File: src/homing_particle_step_assert.svh
// Assertion macros for the homing particle step block.
// Used by the top level only; no other dependencies.
`ifndef HOMING_PARTICLE_STEP_ASSERT_SVH
`define HOMING_PARTICLE_STEP_ASSERT_SVH
`ifndef NO_ASSERTIONS
`define HPS_ASSERT_IMPL(label, clk, rst_n, prop) \
  label: assert property (@(posedge clk) disable iff (!rst_n) prop) \
    else $error("assertion failed");
`else
`define HPS_ASSERT_IMPL(label, clk, rst_n, prop)
`endif
`ifndef NO_ASSERTIONS
`define HPS_ASSERT_STABLE(label, clk, rst_n, sig) \
  label: assert property (@(posedge clk) disable iff (!rst_n) \
    (!$past(sig)) |-> 1'b1) else $error("assertion failed");
`else
`define HPS_ASSERT_STABLE(label, clk, rst_n, sig)
`endif
`endif

File: src/hps_pkg.sv
// Package for the homing particle step block: types, constants and
// the controller's state encoding; used by the controller and the datapath.
package hps_pkg;
  localparam int Frac = 16;
  localparam int ValW = 20;
  localparam int IdxW = 8;
  localparam int DivW = 16;
  localparam logic [16:0] DecayQ = 17'd19661;
  localparam logic [16:0] DampQ = 17'd58982;
  localparam logic [20:0] ArriveQ = 21'd262;
  localparam logic [15:0] DivReset = 16'd100;
  localparam logic CmdStart = 1'b0;
  localparam int SqrtSteps = 22;
  localparam int DivSteps = 37;

  typedef enum logic [3:0] {
    ST_IDLE, ST_READ, ST_LOAD, ST_SQRT, ST_DEN, ST_DIVX, ST_DIVY,
    ST_ACC, ST_VEL, ST_DAMP, ST_POS, ST_DONE
  } state_e;

  typedef struct packed {
    logic rd;
    logic diff;
    logic load;
    logic sqrt_en;
    logic den;
    logic divx_init;
    logic divx_en;
    logic divy_init;
    logic divy_en;
    logic acc;
    logic vel;
    logic damp;
    logic pos;
    logic wr_start;
    logic wr_step;
  } cmd_t;

  typedef struct packed {
    logic last;
  } stat_t;

  function automatic logic signed [19:0] sat20(input logic signed [23:0] v);
    if (v > 24'sd524287) return 20'sh7FFFF;
    if (v < -24'sd524288) return 20'sh80000;
    return v[19:0];
  endfunction

  function automatic logic signed [20:0] mulc(input logic signed [20:0] a,
                                              input logic [16:0] c);
    logic [20:0] m;
    logic [37:0] p;
    m = a[20] ? 21'(-a) : 21'(a);
    p = 38'(m) * 38'(c);
    return a[20] ? -21'(p >> Frac) : 21'(p >> Frac);
  endfunction
endpackage

File: src/hps_ctrl.sv
// Controller state machine for the homing particle step block.
// Depends on hps_pkg; drives datapath commands, counts iterations.
module hps_ctrl (
  input  logic           clk_i,
  input  logic           rst_ni,
  input  logic           start,
  input  logic           cmd_i,
  output logic           busy,
  output logic           done_o,
  output hps_pkg::cmd_t  cmd_o
);
  import hps_pkg::*;
  state_e state_q, state_d;
  logic [5:0] cnt_q, cnt_d;
  logic [5:0] lim;

  always_ff @(posedge clk_i or negedge rst_ni) begin
    if (!rst_ni) begin
      state_q <= ST_IDLE;
      cnt_q <= '0;
    end else begin
      state_q <= state_d;
      cnt_q <= cnt_d;
    end
  end

  assign lim = (state_q == ST_SQRT) ? 6'(SqrtSteps - 1) : 6'(DivSteps - 1);

  always_comb begin
    state_d = state_q;
    cnt_d = cnt_q;
    cmd_o = '0;
    busy = 1'b1;
    done_o = 1'b0;
    unique case (state_q)
      ST_IDLE: begin
        busy = 1'b0;
        if (start) begin
          if (cmd_i == CmdStart) begin
            cmd_o.wr_start = 1'b1;
            state_d = ST_DONE;
          end else begin
            cmd_o.rd = 1'b1;
            state_d = ST_READ;
          end
        end
      end
      ST_READ: begin
        cmd_o.diff = 1'b1;
        state_d = ST_LOAD;
      end
      ST_LOAD: begin
        cmd_o.load = 1'b1;
        cnt_d = '0;
        state_d = ST_SQRT;
      end
      ST_SQRT, ST_DIVX, ST_DIVY: begin
        cmd_o.sqrt_en = (state_q == ST_SQRT);
        cmd_o.divx_en = (state_q == ST_DIVX);
        cmd_o.divy_en = (state_q == ST_DIVY);
        cnt_d = cnt_q + 6'd1;
        if (cnt_q == lim) begin
          cnt_d = '0;
          state_d = (state_q == ST_SQRT) ? ST_DEN :
                    (state_q == ST_DIVX) ? ST_DIVY : ST_ACC;
          cmd_o.divy_init = (state_q == ST_DIVX);
        end
      end
      ST_DEN: begin
        cmd_o.den = 1'b1;
        state_d = ST_DIVX;
        cmd_o.divx_init = 1'b1;
      end
      ST_ACC: begin
        cmd_o.acc = 1'b1;
        state_d = ST_VEL;
      end
      ST_VEL: begin
        cmd_o.vel = 1'b1;
        state_d = ST_DAMP;
      end
      ST_DAMP: begin
        cmd_o.damp = 1'b1;
        state_d = ST_POS;
      end
      ST_POS: begin
        cmd_o.pos = 1'b1;
        cmd_o.wr_step = 1'b1;
        state_d = ST_DONE;
      end
      ST_DONE: begin
        done_o = 1'b1;
        state_d = ST_IDLE;
      end
      default: state_d = ST_IDLE;
    endcase
  end
endmodule

File: config.mk
export PLATFORM = sky130hd
export DESIGN_NAME = hps_ctrl
export DESIGN_NICKNAME = d
export VERILOG_FILES = /design/src/homing_particle_step_assert.svh /design/src/hps_pkg.sv /design/src/hps_ctrl.sv
export SDC_FILE = /design/constraint.sdc
export NUM_CORES = 1
export LEC_CHECK = 0
export ABC_AREA = 1
export BUFFER_PORTS_ARGS = -buffer_cell sky130_fd_sc_hd__buf_2
export CAP_MARGIN = 20
export CORE_MARGIN = 3
export CORE_UTILIZATION = 50
export CTS_CLUSTER_DIAMETER = 40
export DETAILED_ROUTE_END_ITERATION = 10
export PLACE_DENSITY = 0.75
export RECOVER_POWER = 50
export SETUP_SLACK_MARGIN = 0.1
export SLEW_MARGIN = 10
export SYNTH_ARGS = -nofsm -noshare
export SYNTH_HDL_FRONTEND = slang
export SYNTH_SLANG_ARGS = --single-unit
File: constraint.sdc
create_clock -name clk_i -period 1.4 [get_ports clk_i]
set_input_delay 0.07 -clock clk_i [delete_from_list [all_inputs] [get_ports clk_i]]
set_output_delay 0.07 -clock clk_i [all_outputs]
set_load 0.02 [all_outputs]
==> results of run 1 <==
[metrics by stage]
step           instance area, um2  hold slack [ns]
4_1_cts                      1230            0.194
3_3_place_gp                  927          -0.0596
3_5_place_dp                  927          -0.0533
2_1_floorplan                 801           -0.226
[cells in the mapped netlist, types with 2 or more instances]
cell and n:
nand2_1 19, nor2_1 16, inv_1 11, dfrtp_1 10, nand2_2 8, nand3_1 8
inv_2 3, nor2_2 3, nor3_1 3, o21ai_2 3, xor2_1 3, a21oi_1 2
buf_4 2, nand2_4 2, nor2_4 2
[cells by family after synthesis]
family / after synthesis / synth area share
AOI/OAI and AO/OA: 8 / 0.0817
xor gates and xnor gates: 4 / 0.0449
adders and majority gates: 1 / 0.0160
buffers and inverters: 16 / 0.0865
DFF: 10 / 0.321
and+or+nand+nor: 66 / 0.450
[repair_timing]
item,CTS
gates resized for setup,48
hold buffers,1
hold endpoints to repair,10
pin swaps,14
endpoints found under the setup margin,22
setup buffers,13
==> metrics.txt, run 1 <==
CTS buffer count=3; num ports=21; Placed Cells=141; synthesized area=between 700 and 800 um2; DPL Wire Length=1.37 mm; GPL Wtd Cong=0.757; worst slack, placed=-0.0139 ns; grt repair worst endpoint=state_q[1]$_DFFE_PN0P_/D; pin count of the biggest net entering global routing=11; Clock Sinks=10; Post-synth EDFFs=0; Syn Area/Cell=7.44 um2; sequential share of the synthesized area=0.321; status=stopped before the end; post-synth cell types=25; WEP type=sequential cell input; FFs w/ async S/R, synth=1.00; Failed at=5_1_grt; Synth Net Count=110; CTS H-tree lvls=1; Post-Syn Instances=105; Yosys reg bits=10; Yosys warning count=0; cell accounting for the most synthesized area=dfrtp_1; starting density of the core=0.565; PortBufs=20; row cnt=13; Root Buffer=clkbuf_4; clk buf depth=2; Synth area leaders=dfrtp_1 32%, nand2_1 9.1%, nor2_1 7.7%, nand2_2 6.4%, inv_1 5.3%; chip width=between 40 and 50 um; Main synth FF type=dfrtp_1; first error=[ERROR DPL-0038] Utilization greater than 100%, impossible to legalize; Yosys top cell area share=0.321; die height=45.5 um
==> run 2, diff against run 1 <==
--- a/config.mk
+++ b/config.mk
@@ -8,13 +8,11 @@
 export ABC_AREA = 1
 export BUFFER_PORTS_ARGS = -buffer_cell sky130_fd_sc_hd__buf_2
 export CAP_MARGIN = 20
-export CORE_MARGIN = 3
-export CORE_UTILIZATION = 50
-export CTS_CLUSTER_DIAMETER = 40
+export CORE_AREA = 3 3 64 66
 export DETAILED_ROUTE_END_ITERATION = 10
-export PLACE_DENSITY = 0.75
+export DIE_AREA = 0 0 67 69
+export PLACE_DENSITY_LB_ADDON = 0.15
 export RECOVER_POWER = 50
-export SETUP_SLACK_MARGIN = 0.1
 export SLEW_MARGIN = 10
 export SYNTH_ARGS = -nofsm -noshare
 export SYNTH_HDL_FRONTEND = slang
==> metrics.txt, run 2 <==
status=finished with violations; failing checks=setup timing; Residual DRC=0; cell accounting for the most synthesized area=dfrtp_1; Yosys warning count=0 (unchanged); Leak=0.561 nW; clk buf depth=2 (unchanged); DP Area=981 um2 (+5.8%); area of the multi-input gates=542 um2; share of cells above drive strength 1=0.560; Reg area=roughly 260 um2; CP max stage delay=0.44 ns; global router's overall resource usage=0.0935; Reg with most FFs=cnt_q; Nets=147; Slew @ Worst Pin=0.633 ns; Root Buffer=clkbuf_8; FF-to-FF Start=state_q[0]; Area Overhead vs Synth=53.2%; vias per inst=4.06; Final period util=1.02; Worst Path Arrival=approximately 1.4 ns; Clock Skew=0.00104 ns; WL/cell=10.7 um; final worst slack=-0.0312 ns; max reg flops=6; Final Hold Violating Endpoints=0; Tmin final=around 1.4 ns; most common library cell in the layout ignoring fill and taps=nand2_1; row cnt=22 (+9); Clock Sinks=10 (unchanged); final setup violating endpoints=8; number of nets still failing antenna checks after routing=0; GRT overflow=0; CTS buffer count=3 (unchanged); Diodes inserted=0; chip width=67 um (+47%); top-count cell post-synth=nand2_1; maxcap violations=0; max-slew violation count=0; Synth area leaders=dfrtp_1 32%, nand2_1 9.1%, nor2_1 7.7%, nand2_2 6.4%, inv_1 5.3%; slowest stage cell, crit path=dfrtp_2; vias in the first global route=770; Worst Setup Start Kind=register; Largest regs=cnt_q (6), state_q (4); Post-Syn Instances=105 (unchanged); Syn Area/Cell=7.44 um2 (unchanged); TritonCTS clock tree=yes; most frequent cells in the layout=16 x nand2_1, 15 x buf_2, 13 x buf_4; die height=69 um (+52%); worst vdd ir=0.000550 V; routed wire length=2.02 mm; PwrDens=approximately 2300 nW/um2; first-pass GRT wire length=3.44 mm; Worst EP required=~1.3 ns; # fillers=~400; Main synth FF type=dfrtp_1; Max Freq=699 MHz; Synth Net Count=110 (unchanged); Post-synth EDFFs=0 (unchanged); synthesized area=781 um2 (unchanged); sequential share of the synthesized area=0.321 (unchanged); list of most frequent post-synthesis cells=19 x nand2_1, 16 x nor2_1, 11 x inv_1, 10 x dfrtp_1; Yosys reg bits=10 (unchanged); CP Max Fanout=4; GPL Wtd Cong=0.756 (about the same); FFs w/ async S/R, synth=1.00 (unchanged); Clk Latency, worst-skew pair=0.23 ns; Yosys top cell area share=0.321 (unchanged); Core Area=3630 um2; unrepaired setup endpoints after global routing=yes; initial DRC count=46; starting density of the core=0.215 (-0.350); Non-Filler Instances=around 190; Crit Path Category=reg -> out; post-synth cell types=25 (unchanged); Reg clk slew, reported paths=approximately 0.050 ns; PortBufs=20 (unchanged); pin count of the biggest net entering global routing=11; DR pass1 iterations=4; initial antenna violation count=0; Die ar.=between 4000 and 5000 um2; kind of end point of the critical path=primary output; CP startpoint=state_q[3]; CP top delay family=simple AND/OR/NAND/NOR gates; worst hold path type=in -> reg; hold_sp=cmd_i; Vias=767; CTS H-tree lvls=1 (unchanged); Relative slew margins=0.578; critical path, cell by cell=nor2_4 -> nand3_2 -> nand2_2 -> nand3_4 -> nor3_2 -> buf_4; num ports=21 (unchanged); worst path buffer plus inverter count=1; Placed Cells=177 (+26%); DPL Wire Length=1.59 mm (+16%); Post-Layout Inst Area=1200 um2
-- run 2: cell counts after synthesis --
Identical to the previous run, type by type.
-- run 2: worst paths after layout --
kind                       cells after the start  slack [ns]    endpoint
hold / removal                                 4        0.28  state_q[3]
setup / recovery                               6       -0.03    cmd_o[7]
min in group asynchronous                      2        0.37    cnt_q[0]
max in group asynchronous                      2        0.59  state_q[3]
setup reg to reg                               9       -0.02  state_q[1]
hold reg to reg                                2        0.52    cnt_q[5]
-- run 2: area by class of cell --
type | instances | area share
Clock buffer | 4 | 0.0460
Inverter | 14 | 0.0439
Multi-Input combinational cell | 79 | 0.453
Sequential cell | 10 | 0.213
Tap cell | 48 | 0.0502
Timing Repair Buffer | 34 | 0.194
-- run 2: report_power, final --
group | switching, mW | internal (mW)
Clock | 0.113 | 0.247
Combinational | 1.07 | 0.748
Sequential | 0.139 | 0.393
-- run 2: cells by family after synthesis --
kind of cell / Yosys count / share of synthesized area
AOI/OAI and AO/OA: 8 / 0.0817
xor gates and xnor gates: 4 / 0.0449
adders and majority gates: 1 / 0.0160
buffers and inverters: 16 / 0.0865
DFF: 10 / 0.321
and+or+nand+nor: 66 / 0.450
-- run 2: metal layers --
| metal | routed length, um | GRT usage | part of all wire | vias up |
|---|---|---|---|---|
| met5 | 0 | 0 | 0 | - |
| met4 | 0 | 0.0135 | 0 | 0 |
| met3 | 38 | 0.0293 | 0.019 | 0 |
| met2 | 1090 | 0.163 | 0.54 | 4 |
| met1 | 890 | 0.113 | 0.44 | 362 |
| li1 | - | - | - | 401 |
-- run 2: metrics by stage --
step	utilization	total power, mW	worst slack, ns	hold WS [ns]	setup TNS [ns]
after floorplan	-	1.56	0.00379	-0.226	0
after global placement	0.270	2.02	-0.0653	-0.0464	-0.193
after detailed placement	0.270	2.00	-0.0771	-0.0431	-0.219
after CTS	0.313	2.58	-0.0850	0.244	-0.205
after global routing	0.329	2.92	-0.119	0.307	-1.02
final	0.329	2.71	-0.0312	0.281	-0.127
-- run 2: worst register-to-register path: stages, from the launching register on --
cell and delay, ns:
dfrtp_2 0.43, buf_6 0.13, inv_2 0.04, nand2_2 0.09, buf_6 0.14, o21ai_4 0.22, nand2_8 0.11, nand2_4 0.09
nand2_1 0.05, nand2_1 0.06
-- run 2: repair_timing --
item,CTS,global route
hold buffers,1,0
gates cloned,0,0
endpoints found under the hold margin,10,0
buffers inserted,6,1
endpoints found under the setup margin,10,22
pin swaps,6,10
gates resized for setup,15,16
No activity file was read; power rests on OpenSTA's default activity.
==> run 3, diff against run 2 <==
--- a/config.mk
+++ b/config.mk
@@ -12,7 +12,6 @@
 export DETAILED_ROUTE_END_ITERATION = 10
 export DIE_AREA = 0 0 67 69
 export PLACE_DENSITY_LB_ADDON = 0.15
-export RECOVER_POWER = 50
 export SLEW_MARGIN = 10
 export SYNTH_ARGS = -nofsm -noshare
 export SYNTH_HDL_FRONTEND = slang
==> metrics.txt, run 3 (synthesis results as in run 2) <==
Worst Setup Start Kind=register; Post-Layout Inst Area=1200 um2 (+0.10%); first-pass GRT wire length=3.44 mm (unchanged); Clock Skew=0.00104 ns (unchanged); TritonCTS clock tree=yes; CTS buffer count=3 (unchanged); chip width=67 um (unchanged); Max Freq=699 MHz (unchanged); vias per inst=4.06 (unchanged); Worst EP required=1.33 ns (about the same); PwrDens=2270 nW/um2 (about the same); Reg clk slew, reported paths=0.05 ns (about the same); Worst Path Arrival=1.36 ns (about the same); slowest stage cell, crit path=dfrtp_2; Final Hold Violating Endpoints=0 (unchanged); kind of end point of the critical path=primary output; die height=69 um (unchanged); CP max stage delay=0.44 ns (about the same); Clock Sinks=10 (unchanged); CTS H-tree lvls=1 (unchanged); Root Buffer=clkbuf_8; most frequent cells in the layout=16 x nand2_1, 16 x buf_2, 13 x buf_4; hold_ws=0.239 ns (-0.0418 ns); Clk Latency, worst-skew pair=0.23 ns (about the same); Relative slew margins=0.770 (+0.192); Area Overhead vs Synth=53.4%; DPL Wire Length=1.59 mm (unchanged); critical path, cell by cell=nor2_4 -> nand3_2 -> nand2_2 -> nand3_4 -> nor3_2 -> buf_4; WL/cell=10.7 um (unchanged); Core Area=3630 um2 (unchanged); GPL Wtd Cong=0.756 (unchanged); Crit Path Category=reg -> out; unrepaired setup endpoints after global routing=yes; final worst slack=-0.0312 ns (unchanged); Design Power=2.71 mW (about the same); pin count of the biggest net entering global routing=11 (unchanged); max reg flops=6 (unchanged); clk buf depth=2 (unchanged); worst slack, placed=-0.0771 ns (unchanged); share of cells above drive strength 1=0.567 (+0.00709); starting density of the core=0.215 (unchanged); Largest regs=cnt_q (6), state_q (4); worst hold path type=in -> async; Slew @ Worst Pin=0.342 ns (-0.291 ns); CP Max Fanout=4 (unchanged); row cnt=22 (unchanged); PortBufs=20 (unchanged); initial antenna violation count=0 (unchanged); Final period util=1.02 (unchanged); Tmin final=1.43 ns (unchanged); Residual DRC=0 (unchanged); GRT overflow=0 (unchanged); routed wire length=2.02 mm (unchanged); global router's overall resource usage=0.0935 (unchanged); final setup violating endpoints=8 (unchanged); worst path buffer plus inverter count=1 (unchanged); failing checks=setup timing; Util after Layout=0.330 (+0.000344); Nets=147 (unchanged); initial DRC count=46 (unchanged); num ports=21 (unchanged); Leak=0.563 nW (+0.49%); vias in the first global route=770 (unchanged); Diodes inserted=0 (unchanged); CP top delay family=simple AND/OR/NAND/NOR gates; Die ar.=4620 um2 (unchanged); status=finished with violations; max-slew violation count=0 (unchanged); DP Area=981 um2 (unchanged); DR pass1 iterations=4 (unchanged); Vias=767 (unchanged); maxcap violations=0 (unchanged); # fillers=405 (+0.25%); number of nets still failing antenna checks after routing=0 (unchanged); Reg with most FFs=cnt_q; worst vdd ir=0.000550 V (about the same)
run 3: changes by cell type in the layout (fill, tap and decap cells not counted):
cell | before | now
clkbuf_1 | 1 | 0
buf_2 | 15 | 16
run 3: worst register-to-register path: stages, from the launching register on:
cell and delay (ns):
dfrtp_2 0.43, buf_6 0.13, inv_2 0.04, nand2_2 0.09
buf_6 0.14, o21ai_4 0.22, nand2_8 0.11, nand2_4 0.09
nand2_1 0.05, nand2_1 0.06
run 3: area by class of cell:
cell class,count,area (um2),share of cell area
Clock buffer,4,55.1,0.0460
Inverter,14,52.6,0.0439
Multi-Input combinational cell,79,542,0.452
Sequential cell,10,255,0.213
Tap cell,48,60.1,0.0502
Timing Repair Buffer,34,233,0.194
run 3: timing repair:
item,in CTS,in global routing
hold buffers,1,0
resized for setup,15,16
setup endpoints to repair,10,22
gates cloned,0,0
pin swaps,6,10
buffers inserted,6,1
hold endpoints to repair,10,0
run 3: worst paths after layout:
kind | from | end | slack (ns) | cells past startpoint
min | rst_ni | cnt_q[0] | 0.24 | 2
min reg2reg | cnt_q[5] | cnt_q[5] | 0.52 | 2
max reg2reg | state_q[0] | state_q[1] | -0.02 | 9
min in group clk_i | cmd_i | state_q[3] | 0.28 | 4
max in group asynchronous | rst_ni | state_q[3] | 0.93 | 2
max | state_q[3] | cmd_o[7] | -0.03 | 6
run 3: per-stage QoR:
stage	setup TNS (ns)	cells
global route	-1.02	189
detailed placement	-0.219	177
finish	-0.127	189
global placement	-0.193	177
floorplan	0	105
CTS	-0.205	188
run 3: metal layers:
| layer | wire length, um | track usage | vias up |
|---|---|---|---|
| li1 | - | - | 401 |
| met2 | 1090 | 0.163 | 4 |
| met3 | 38 | 0.0293 | 0 |
| met4 | 0 | 0.0135 | 0 |
| met1 | 890 | 0.113 | 362 |
| met5 | 0 | 0 | - |
run 3: where the power goes:
part	total (mW)	switching, mW	internal (mW)
clock network	0.360	0.113	0.247
registers	0.532	0.139	0.393
logic	1.82	1.07	0.749
total	2.71	1.32	1.39
==> run 4, diff against run 3 <==
==> constraint.sdc (replaced) <==
create_clock -name clk_i -period 1.4 [get_ports clk_i]
set_input_delay 0.21 -clock clk_i [delete_from_list [all_inputs] [get_ports clk_i]]
set_output_delay 0.21 -clock clk_i [all_outputs]
set_load 0.02 [all_outputs]
==> metrics.txt, run 4 (synthesis results as in run 2) <==
vias in the first global route=837 (+8.7%); Root Buffer=clkbuf_8; Vias=810 (+5.6%); Clock Skew=0.000378 ns (-0.000660 ns); kind of end point of the critical path=primary output; Slew @ Worst Pin=0.338 ns (-0.00417 ns); initial DRC count=25 (-46%); Worst EP required=1.19 ns (-0.14 ns); final setup violating endpoints=18 (+10); routed wire length=2.00 mm (-1.3%); CTS buffer count=3 (unchanged); Diodes inserted=0 (unchanged); pin count of the biggest net entering global routing=11 (unchanged); unrepaired setup endpoints after global routing=yes; DR pass1 iterations=4 (unchanged); Switching Fraction=0.469 (-0.0190); maxcap violations=0 (unchanged); row cnt=22 (unchanged); DPL Wire Length=1.57 mm (-1.2%); starting density of the core=0.215 (unchanged); Reg power frac=0.169 (-0.027); Pint=1.65 mW (+19%); num ports=21 (unchanged); Final period util=1.10 (+0.0743); Largest regs=cnt_q (6), state_q (4); CP Max Fanout=4 (unchanged); Comb pwr share=0.720 (+0.049); Nets=157 (+6.8%); chip width=67 um (unchanged); number of nets still failing antenna checks after routing=0 (unchanged); max reg flops=6 (unchanged); share of cells above drive strength 1=0.616 (+0.0485); most common library cell in the layout ignoring fill and taps=buf_4; Final Hold Violating Endpoints=0 (unchanged); worst hold path type=in -> async; Crit Path Category=reg -> out; # fillers=385 (-4.9%); Leak=0.636 nW (+13%); Clock Sinks=10 (unchanged); Worst Path Arrival=1.33 ns (-0.03 ns); PortBufs=20 (unchanged); Core Area=3630 um2 (unchanged); CTS H-tree lvls=1 (unchanged); Worst Setup Start Kind=register; Clk Latency, worst-skew pair=0.23 ns (about the same); most frequent cells in the layout=23 x buf_4, 17 x nand2_1, 15 x buf_6; vias per inst=4.07 (+0.30%); max-slew violation count=0 (unchanged); Relative slew margins=0.773 (+0.00281); GPL Wtd Cong=0.755 (-0.13%); status=finished with violations; worst slack, placed=-0.0538 ns (+0.0233 ns); Max Freq=651 MHz (-6.8%); Tmin final=1.54 ns (+0.104 ns); GRT overflow=0 (unchanged); Residual DRC=0 (unchanged); final worst slack=-0.135 ns (-0.104 ns); PwrDens=2250 nW/um2 (-0.52%); Die ar.=4620 um2 (unchanged); r2r setup slk=-0.02 ns (about the same); first-pass GRT wire length=3.58 mm (+4.2%); global router's overall resource usage=0.0962 (+0.00271); Clock Power Share=0.111 (-0.022); TritonCTS clock tree=yes; clk buf depth=2 (unchanged); Reg clk slew, reported paths=0.04 ns (about the same); initial antenna violation count=0 (unchanged); setup TNS=-1.39 ns (-1.27 ns); die height=69 um (unchanged); Psw=1.46 mW (+10%); worst vdd ir=0.000510 V (-7.4%); Reg with most FFs=cnt_q; WL/cell=10.0 um (-6.2%); failing checks=setup timing; Area Overhead vs Synth=77.1%
run 4: layout make-up:
class | count | area [um2] | area share
clock buffers | 4 | 55.1 | 0.0398
inverters | 14 | 55.1 | 0.0398
multi-input cells | 79 | 581 | 0.420
flip-flops and latches | 10 | 255 | 0.185
well taps | 48 | 60.1 | 0.0434
repair buffers | 44 | 377 | 0.272
run 4: final timing paths:
path	depth (start not counted)	from	to
max in group asynchronous	2	rst_ni	state_q[1]
max reg2reg	9	state_q[3]	state_q[3]
min	2	rst_ni	cnt_q[1]
min reg2reg	2	cnt_q[5]	cnt_q[5]
min in group clk_i	4	cmd_i	state_q[3]
max	5	state_q[3]	cmd_o[7]
run 4: per-layer routing:
| layer | part of all wire | vias to the layer above | GRT usage |
|---|---|---|---|
| met4 | 0.017 | 0 | 0.0405 |
| met5 | 0 | - | 0 |
| met2 | 0.51 | 11 | 0.162 |
| met1 | 0.45 | 372 | 0.122 |
| li1 | - | 423 | - |
| met3 | 0.016 | 4 | 0.00977 |
run 4: through the flow:
stage	hold slack (ns)	std cells	instance area, um2	power (mW)	utilization
after floorplan	-0.0856	105	793	1.57	-
after CTS	0.366	196	1280	2.93	0.354
final	0.360	199	1380	3.12	0.381
after global routing	0.398	199	1380	3.37	0.381
after global placement	0.0800	183	1030	2.14	0.283
after detailed placement	0.0773	183	1030	2.12	0.283
run 4: what timing repair did:
action                     CTS  global route
setup buffers                9             3
hold endpoints to repair    10             0
pin swaps                    8            11
hold buffers                 1             0
gates resized for setup     41            22
setup endpoints to repair   20            27
run 4: critical path, stage by stage (launching register included):
cell     delay (ns)
dfrtp_2        0.44
inv_2          0.08
nand2_2        0.09
buf_4          0.17
nor3_2         0.16
buf_4          0.16
run 4: power by group through the flow:
| stage | Combinational, mW | Sequential [mW] | Clock [mW] |
|---|---|---|---|
| 3_3_place_gp | 1.63 | 0.505 | 0 |
| 4_1_cts | 2.06 | 0.507 | 0.358 |
| 5_1_grt | 2.45 | 0.550 | 0.373 |
| 6_report | 2.24 | 0.527 | 0.345 |
| 3_5_place_dp | 1.61 | 0.508 | 0 |
| 2_1_floorplan | 1.08 | 0.487 | 0 |
